File: src/hw/rtl/lae_pkg.sv
// Shared types and constants for the linear ADSR envelope unit.
// No dependencies; imported by the divider, the top level and the checker.
`default_nettype none

package lae_pkg;

  localparam int TIME_SCALE_DEF    = 15000;
  localparam int AMP_FRAC_BITS_DEF = 24;

  localparam int KNOB_W     = 16;
  localparam int SUS_W      = 25;
  localparam int SAMPLE_W   = 16;
  localparam int CFG_IDX_W  = 2;
  localparam int CFG_DATA_W = 25;

  localparam logic [SUS_W-1:0] SUS_RESET = 25'd8388608;

  // snap thresholds: EPS = ONE/10000, HI = ONE*99/100
  localparam longint EPS_DIV = 10000;
  localparam longint HI_NUM  = 99;
  localparam longint HI_DEN  = 100;

  localparam logic [CFG_IDX_W-1:0] CFG_ATTACK  = 2'd0;
  localparam logic [CFG_IDX_W-1:0] CFG_DECAY   = 2'd1;
  localparam logic [CFG_IDX_W-1:0] CFG_RELEASE = 2'd2;
  localparam logic [CFG_IDX_W-1:0] CFG_SUSTAIN = 2'd3;

  typedef enum logic [2:0] {
    ST_IDLE,
    ST_MUL,
    ST_LOAD,
    ST_DIV,
    ST_UPDATE,
    ST_SCALE,
    ST_DONE
  } lae_state_t;

  typedef enum logic [1:0] {
    MODE_RELEASE,
    MODE_ATTACK,
    MODE_DECAY,
    MODE_HOLD
  } lae_mode_t;

endpackage

`default_nettype wire

File: src/hw/rtl/lae_div.sv
// Iterative restoring divider, one quotient bit per cycle.
// Uses lae_pkg; instantiated by linear_adsr_envelope_unit.
`default_nettype none

module lae_div #(
  parameter int QW = lae_pkg::AMP_FRAC_BITS_DEF + 1,
  parameter int DW = lae_pkg::KNOB_W + 2,
  parameter int LW = lae_pkg::KNOB_W
) (
  input  logic             clk,
  input  logic             rst_n,
  input  logic             start,
  input  logic [QW+LW-1:0] dividend,
  input  logic [DW-1:0]    divisor,
  output logic             done,
  output logic [QW-1:0]    quotient
);
  import lae_pkg::*;

  localparam int CNTW = $clog2(QW + 1);

  logic [DW-1:0]   rem_r;
  logic [QW-1:0]   q_r;
  logic [CNTW-1:0] cnt_r;
  logic            busy_r;
  logic            done_r;

  logic [DW:0] rem_sh;
  logic [DW:0] diff;
  logic        ge;

  // upper dividend bits are known to sit below the divisor, so only QW steps
  assign rem_sh = {rem_r, q_r[QW-1]};
  assign diff   = rem_sh - {1'b0, divisor};
  assign ge     = ~diff[DW];

  always_ff @(posedge clk) begin
    if (!rst_n) begin
      busy_r <= 1'b0;
      done_r <= 1'b0;
      cnt_r  <= '0;
    end else begin
      done_r <= 1'b0;
      if (start) begin
        busy_r <= 1'b1;
        cnt_r  <= CNTW'(QW);
      end else if (busy_r) begin
        cnt_r <= cnt_r - CNTW'(1);
        if (cnt_r == CNTW'(1)) begin
          busy_r <= 1'b0;
          done_r <= 1'b1;
        end
      end
    end
  end

  always_ff @(posedge clk) begin
    if (start) begin
      rem_r <= DW'(dividend[QW+LW-1:QW]);
      q_r   <= dividend[QW-1:0];
    end else if (busy_r) begin
      rem_r <= ge ? diff[DW-1:0] : rem_sh[DW-1:0];
      q_r   <= {q_r[QW-2:0], ge};
    end
  end

  assign done     = done_r;
  assign quotient = q_r;

endmodule

`default_nettype wire

File: src/hw/rtl/linear_adsr_envelope_unit.sv
// Linear ADSR envelope unit: one input word per audio tick (gate, oscillator
// sample) gives one result word (envelope amplitude, scaled sample). A new
// input word is taken only once the last one is through. Each word passes, in
// order, the idle state in which it is taken, the phase-time multiply, the
// divider load, the shared restoring divider (AMP_FRAC_BITS+1 step-size bits,
// one at a time), the divider done flag, the state update, the sample multiply
// and the output load. in_stall stays high while an item is in flight. The
// result sits in an output register, so a waiting result does not block the
// next item until that item's own result is ready; a stalled output holds the
// unit in its done state. Configuration writes are taken every cycle (cfg_ready
// is tied high) and must happen while the unit is idle.
// Uses lae_pkg and lae_div.
`default_nettype none

module linear_adsr_envelope_unit #(
  parameter int TIME_SCALE    = lae_pkg::TIME_SCALE_DEF,
  parameter int AMP_FRAC_BITS = lae_pkg::AMP_FRAC_BITS_DEF
) (
  input  logic                                clk,
  input  logic                                rst_n,
  input  logic                                cfg_valid,
  output logic                                cfg_ready,
  input  logic [lae_pkg::CFG_IDX_W-1:0]       cfg_index,
  input  logic [lae_pkg::CFG_DATA_W-1:0]      cfg_data,
  input  logic                                in_valid,
  output logic                                in_stall,
  input  logic                                in_gate,
  input  logic signed [lae_pkg::SAMPLE_W-1:0] in_osc_sample,
  output logic                                out_valid,
  input  logic                                out_stall,
  output logic [AMP_FRAC_BITS:0]              out_envelope,
  output logic signed [lae_pkg::SAMPLE_W-1:0] out_scaled_sample
);
  import lae_pkg::*;

  localparam int AW  = AMP_FRAC_BITS + 1;
  localparam int TSW = $clog2(TIME_SCALE + 1);
  localparam int DW  = TSW + KNOB_W + 1;
  localparam int NW  = AW + KNOB_W;
  localparam int CW  = (AW > SUS_W) ? AW : SUS_W;
  localparam int PW  = SAMPLE_W + AW + 1;

  localparam logic [AW-1:0] AMP_ONE = AW'(1) << AMP_FRAC_BITS;
  localparam logic [AW-1:0] AMP_EPS = AW'((longint'(1) << AMP_FRAC_BITS) / EPS_DIV);
  localparam logic [AW-1:0] AMP_HI  =
    AW'(((longint'(1) << AMP_FRAC_BITS) * HI_NUM) / HI_DEN);
  localparam logic [CW-1:0] ONE_EXT = CW'(1) << AMP_FRAC_BITS;
  localparam logic [TSW-1:0] TS_K   = TSW'(TIME_SCALE);

  lae_state_t state_r, state_nxt;
  lae_mode_t  mode;

  logic [KNOB_W-1:0] attack_knob_r, decay_knob_r, release_knob_r;
  logic [SUS_W-1:0]  sustain_r;

  logic [AW-1:0] amp_r;
  logic          armed_r;
  logic          decay_r;

  logic                       gate_r;
  logic signed [SAMPLE_W-1:0] osc_r;
  logic [DW-1:0]              t_r;
  logic [NW-1:0]              dvd_r;
  logic signed [PW-1:0]       prod_r;

  logic                       out_valid_r;
  logic [AW-1:0]              out_env_r;
  logic signed [SAMPLE_W-1:0] out_smp_r;

  logic          acc_en, mul_en, div_start, upd_en, scale_en, out_load;
  logic          div_done;
  logic [AW-1:0] step;
  logic [AW-1:0] sus_c;
  logic [CW-1:0] sus_ext;
  logic [AW-1:0] x_sel;
  logic [KNOB_W-1:0] knob_sel;
  logic [AW-1:0] diff;
  logic [AW:0]   sum;
  logic [AW-1:0] amp_upd;
  logic          armed_upd, decay_upd;

  assign cfg_ready = 1'b1;

  always_ff @(posedge clk) begin
    if (!rst_n) begin
      attack_knob_r  <= '0;
      decay_knob_r   <= '0;
      release_knob_r <= '0;
      sustain_r      <= SUS_RESET;
    end else if (cfg_valid && cfg_ready) begin
      unique case (cfg_index)
        CFG_ATTACK:  attack_knob_r  <= cfg_data[KNOB_W-1:0];
        CFG_DECAY:   decay_knob_r   <= cfg_data[KNOB_W-1:0];
        CFG_RELEASE: release_knob_r <= cfg_data[KNOB_W-1:0];
        CFG_SUSTAIN: sustain_r      <= cfg_data[SUS_W-1:0];
      endcase
    end
  end

  // sustain above full scale is taken as full scale
  assign sus_ext = CW'(sustain_r);
  assign sus_c   = (sus_ext > ONE_EXT) ? AMP_ONE : AW'(sus_ext);

  always_comb begin
    priority if (!gate_r) mode = MODE_RELEASE;
    else if (armed_r)     mode = MODE_ATTACK;
    else if (decay_r)     mode = MODE_DECAY;
    else                  mode = MODE_HOLD;
  end

  always_comb begin
    unique case (mode)
      MODE_RELEASE: begin
        x_sel    = sus_c;
        knob_sel = release_knob_r;
      end
      MODE_ATTACK: begin
        x_sel    = AMP_ONE;
        knob_sel = attack_knob_r;
      end
      MODE_DECAY: begin
        x_sel    = AMP_ONE - sus_c;
        knob_sel = decay_knob_r;
      end
      MODE_HOLD: begin
        x_sel    = '0;
        knob_sel = '0;
      end
    endcase
  end

  // sequencer
  always_ff @(posedge clk) begin
    if (!rst_n) state_r <= ST_IDLE;
    else        state_r <= state_nxt;
  end

  always_comb begin
    state_nxt = state_r;
    unique case (state_r)
      ST_IDLE:   if (in_valid) state_nxt = ST_MUL;
      ST_MUL:    state_nxt = ST_LOAD;
      ST_LOAD:   state_nxt = ST_DIV;
      ST_DIV:    if (div_done) state_nxt = ST_UPDATE;
      ST_UPDATE: state_nxt = ST_SCALE;
      ST_SCALE:  state_nxt = ST_DONE;
      ST_DONE:   if (!out_valid_r || !out_stall) state_nxt = ST_IDLE;
      default:   state_nxt = ST_IDLE;
    endcase
  end

  always_comb begin
    in_stall  = (state_r != ST_IDLE);
    acc_en    = (state_r == ST_IDLE) && in_valid;
    mul_en    = (state_r == ST_MUL);
    div_start = (state_r == ST_LOAD);
    upd_en    = (state_r == ST_UPDATE);
    scale_en  = (state_r == ST_SCALE);
    out_load  = (state_r == ST_DONE) && (!out_valid_r || !out_stall);
  end

  always_ff @(posedge clk) begin
    if (acc_en) begin
      gate_r <= in_gate;
      osc_r  <= in_osc_sample;
    end
    // phase time in Q.16 ticks: TIME_SCALE*knob + 1.0
    if (mul_en) begin
      t_r   <= DW'(TS_K) * DW'(knob_sel) + (DW'(1) << KNOB_W);
      dvd_r <= {x_sel, KNOB_W'(0)};
    end
    if (scale_en) prod_r <= $signed(osc_r) * $signed({1'b0, amp_r});
  end

  lae_div #(
    .QW(AW),
    .DW(DW),
    .LW(KNOB_W)
  ) u_div (
    .clk     (clk),
    .rst_n   (rst_n),
    .start   (div_start),
    .dividend(dvd_r),
    .divisor (t_r),
    .done    (div_done),
    .quotient(step)
  );

  assign diff = amp_r - step;
  assign sum  = {1'b0, amp_r} + {1'b0, step};

  always_comb begin
    amp_upd   = amp_r;
    armed_upd = armed_r;
    decay_upd = decay_r;
    unique case (mode)
      MODE_RELEASE: begin
        armed_upd = 1'b1;
        if (step >= amp_r || diff < AMP_EPS) amp_upd = '0;
        else                                 amp_upd = diff;
      end
      MODE_ATTACK: begin
        if (sum > {1'b0, AMP_HI}) begin
          amp_upd   = AMP_ONE;
          armed_upd = 1'b0;
          decay_upd = 1'b1;
        end else begin
          amp_upd = sum[AW-1:0];
        end
      end
      MODE_DECAY: begin
        if (step > amp_r || diff < sus_c) begin
          amp_upd   = sus_c;
          decay_upd = 1'b0;
        end else begin
          amp_upd = diff;
        end
      end
      MODE_HOLD: amp_upd = sus_c;
    endcase
  end

  always_ff @(posedge clk) begin
    if (!rst_n) begin
      amp_r   <= '0;
      armed_r <= 1'b1;
      decay_r <= 1'b0;
    end else if (upd_en) begin
      amp_r   <= amp_upd;
      armed_r <= armed_upd;
      decay_r <= decay_upd;
    end
  end

  // output register
  always_ff @(posedge clk) begin
    if (!rst_n) begin
      out_valid_r <= 1'b0;
    end else if (out_load) begin
      out_valid_r <= 1'b1;
    end else if (!out_stall) begin
      out_valid_r <= 1'b0;
    end
  end

  always_ff @(posedge clk) begin
    if (out_load) begin
      out_env_r <= amp_r;
      // arithmetic shift keeps the floor for negative products
      out_smp_r <= prod_r[AMP_FRAC_BITS +: SAMPLE_W];
    end
  end

  assign out_valid         = out_valid_r;
  assign out_envelope      = out_env_r;
  assign out_scaled_sample = out_smp_r;

endmodule

`default_nettype wire

File: config.mk
export PLATFORM = sky130hd
export DESIGN_NAME = linear_adsr_envelope_unit
export DESIGN_NICKNAME = d
export VERILOG_FILES = /design/src/hw/rtl/lae_pkg.sv /design/src/hw/rtl/lae_div.sv /design/src/hw/rtl/linear_adsr_envelope_unit.sv
export SDC_FILE = /design/constraint.sdc
export NUM_CORES = 2
export LEC_CHECK = 0
export ABC_AREA = 1
export BUFFER_PORTS_ARGS = -buffer_cell sky130_fd_sc_hd__buf_2
export CAP_MARGIN = 0
export CELL_PAD_IN_SITES_DETAIL_PLACEMENT = 1
export CELL_PAD_IN_SITES_GLOBAL_PLACEMENT = 2
export CORE_ASPECT_RATIO = 0.8
export CORE_MARGIN = 5
export CORE_UTILIZATION = 39
export CTS_CLUSTER_SIZE = 28
export DETAILED_ROUTE_END_ITERATION = 8
export PLACE_DENSITY = 0.95
export SLEW_MARGIN = 20
export SYNTH_ARGS = -nofsm -noshare
export SYNTH_HDL_FRONTEND = slang
export SYNTH_SLANG_ARGS = --single-unit
File: constraint.sdc
create_clock -name clk -period 7.2 [get_ports clk]
set_input_delay 0.36 -clock clk [delete_from_list [all_inputs] [get_ports clk]]
set_output_delay 0.36 -clock clk [all_outputs]
set_load 0.1 [all_outputs]
==> run_results.csv <==
group,metric,value,unit
timing,hold_viol,0,
final_layout,final_cells,5936,
clock_network,cts.sinks,294,
clock_network,htreeDepth,2,
timing,clock.fmax,0.145,GHz
pwr,power.density,405,nW/µm²
grt,grt_pass1_vias,32826,
synthesis,syn_avg_cell_area,7.53,µm²
final_layout,drive_gt1_frac,0.0642,
grt,grt_max_degree,58,
grt,antenna_found_initial,9,
setup_path,cp.required,7.53,ns
final_layout,final_common_cell,"nand2_1",
synthesis,ys_seq_area_frac,0.215,
route,via_per_inst,5.25,
setup_path,critPathArrivalTime,7.21,ns
place,placed_cell_area,37000,µm²
synthesis,ys.warnings.count,0,
final_layout,seq_area,7570,µm²
route,vias,31142,
grt,grtUsageTotal,0.246,
clock_network,cts_buffer_depth,3,
timing,rsz0062_at_grt,"false",
place,dp_hpwl,96200,µm
min_path,hp-class,"in2reg",
place,dp_cells,5849,
floorplan,core,89400,µm²
setup_path,startpoint_type,"register",
floorplan,io_pins,93,
timing,slew_viol_final,0,
clock_network,cts_tree,"done",
timing,setup_ws,0.317,ns
route,drc,0,
pwr,p_leak,19.0,nW
timing,timing.setup.tns,0,ns
setup_path,critical_path_class,"reg2reg",
route,wirelength,120000,µm
final_layout,finalInstanceArea,38400,µm²
route,ant_nets,0,
setup_path,worst_setup_path_end_kind,"register",
pwr,p_total,15.6,mW
place,gp_congestion,0.923,
synthesis,synth-edff-count,168,
synthesis,synth-seq-cells,294,
timing,finalSetupViolations,0,
grt,grt_pass1_wl,187000,µm
route,drt_first_pass_iters,6,
synthesis,ys.flop_type,"edfxtp_1",
timing,finalCritPeriodShare,0.956,
final_layout,fillCellCount,11116,
grt,grt_overflow,0,
floorplan,start_util,0.393,
route,routedWlPerCell,20.2,µm
run,cap_violations,0,
final_layout,final_util,0.430,
final_layout,final_cell_mix,"1071 x nand2_1, 957 x inv_1, 417 x nor2_1",
clock_network,cts_made_buffers,37,
final_layout,multi_input_area,23200,µm²
timing,relSlewSlack,0.225,
setup_path,cp_max_fo,12,
floorplan,die_y,279,µm
place,io_buffers,91,
synthesis,synth_nets,5408,
final_layout,fin_nets,5445,
synthesis,synth_cell_types,57,
timing,fin_crit,6.88,ns
final_layout,syn2layout_area_growth,9.31,%
clock_network,insertion_delay,0.61,ns
synthesis,synthCells,4670,
clock_network,clockRootBuffer,"clkbuf_16",
run_status,status,"complete, no violations",
pwr,ir_drop,413,µV
synthesis,async_flop_share,0,
synthesis,syn_area,35200,µm²
place,place_ws,0.196,ns
floorplan,die_area,96300,µm²
route,drt_iter0_drc,2417,
clock_network,cts.clk_slew.worst_paths,0.07,ns
floorplan,die_w,346,µm
timing,skew,0.0394,ns
timing,worst_pin_slew,1.16,ns
timing,hold_slack,0.0305,ns
floorplan,rows,98,
==> power breakdown <==
part           switching [mW]  internal (mW)  total [mW]
sequential              0.264           2.36        2.62
combinational            7.28           3.66        10.9
clock                   0.833           1.16        2.00
==> flip-flops by register name (all words and copies together), names as in the netlist, 25 cells and up <==
| register | count |
|---|---|
| amp_r | 25 |
| t_r | 28 |
| sus_ext | 25 |
| u_div.quotient | 25 |
| u_div.rem_r | 31 |
| dvd_r | 25 |
| out_envelope | 25 |
==> logic make-up (layout without fill, tap and decap cells) <==
group                    after synthesis  count (layout)  synth area share
AO/OA/AOI/OAI                        613             613            0.0953
XOR/XNOR                              93              93            0.0236
adder cells (fa/ha/maj)              689             689             0.326
buffers and inverters               1159            1223             0.127
flip-flops                           294             294             0.215
other                                  1               3          0.000107
AND/OR/NAND/NOR                     1821            1821             0.212
==> cell type report <==
class                           count  area share
Timing Repair Buffer              192      0.0336
Multi-Input combinational cell   3217       0.603
Antenna cell                        2    0.000130
Inverter                          965      0.0942
Sequential cell                   294       0.197
Tap cell                         1200      0.0391
Clock inverter                     15     0.00592
Clock buffer                       51      0.0270
==> worst max-delay path, cell delays in order, from the launching register on <==
cell,delay [ns]
edfxtp_1,0.81
buf_4,0.26
nand2_1,0.08
fa_1,0.54
inv_1,0.05
fa_1,0.47
inv_1,0.05
fa_1,0.48
fa_1,0.50
inv_1,0.06
fa_1,0.52
fa_1,0.52
ha_1,0.34
nand2_1,0.14
nor4_1,0.69
nand2_1,0.12
nand2_1,0.10
a21o_1,0.10
a21oi_1,0.09
o21ai_0,0.40
nand3_1,0.13
nand2_1,0.10
xor2_1,0.06
==> synthesized netlist by cell type (4+ instances only) <==
library cell     n  share of area
buf_4           11         0.0023
o21ai_0        229          0.033
o21ai_1         13         0.0019
a21o_1          13         0.0028
o21a_1           6         0.0013
inv_2            5        0.00053
o211ai_1        20         0.0043
ha_1           308           0.11
nor4_1           9         0.0016
a22oi_1         14         0.0030
nor3_1          38         0.0054
fa_1           381           0.22
nand3_1        168          0.024
a211oi_1         4        0.00085
nor3_2           7         0.0020
buf_6            8         0.0026
nor2_1         422          0.045
a21oi_2          6         0.0015
a21oi_1        257          0.037
or2_2           22         0.0039
dfxtp_1        126          0.072
buf_2           17         0.0024
xor2_1          64          0.016
edfxtp_1       168           0.14
nand4_1         58          0.010
o21bai_1         6         0.0013
nand2_1       1072           0.11
o22ai_1          8         0.0014
inv_1          957           0.10
xnor2_1         27         0.0067
o31ai_1          5         0.0011
a31oi_1         17         0.0030
clkbuf_1       157          0.017
nand2_2          9         0.0016
==> path summary, 6_finish.rpt <==
kind,startpoint,endpoint,slack [ns],depth (start not counted)
hold reg to reg,prod_r[37],out_scaled_sample[13],0.42,0
hold / removal,cfg_data[23],sus_ext[23],0.03,3
setup reg to reg,osc_r[2],prod_r[32],0.32,22
setup / recovery,osc_r[2],prod_r[32],0.32,22
==> repair_timing <==
| item | 4_1_cts | 5_1_grt |
|---|---|---|
| hold endpoints to repair | 17 | 0 |
| gates resized for setup | 0 | 3 |
| buffers inserted | 0 | 1 |
| hold buffers | 17 | 0 |
| endpoints found under the setup margin | 0 | 8 |
==> metal layers <==
metal	track usage	vias up	share of wire
li1	-	14538	-
met1	0.354	15566	0.46
met2	0.374	883	0.43
met3	0.0598	146	0.087
met4	0.0608	9	0.025
met5	0.00826	-	0.0013
(Power assumes the default switching activity.)
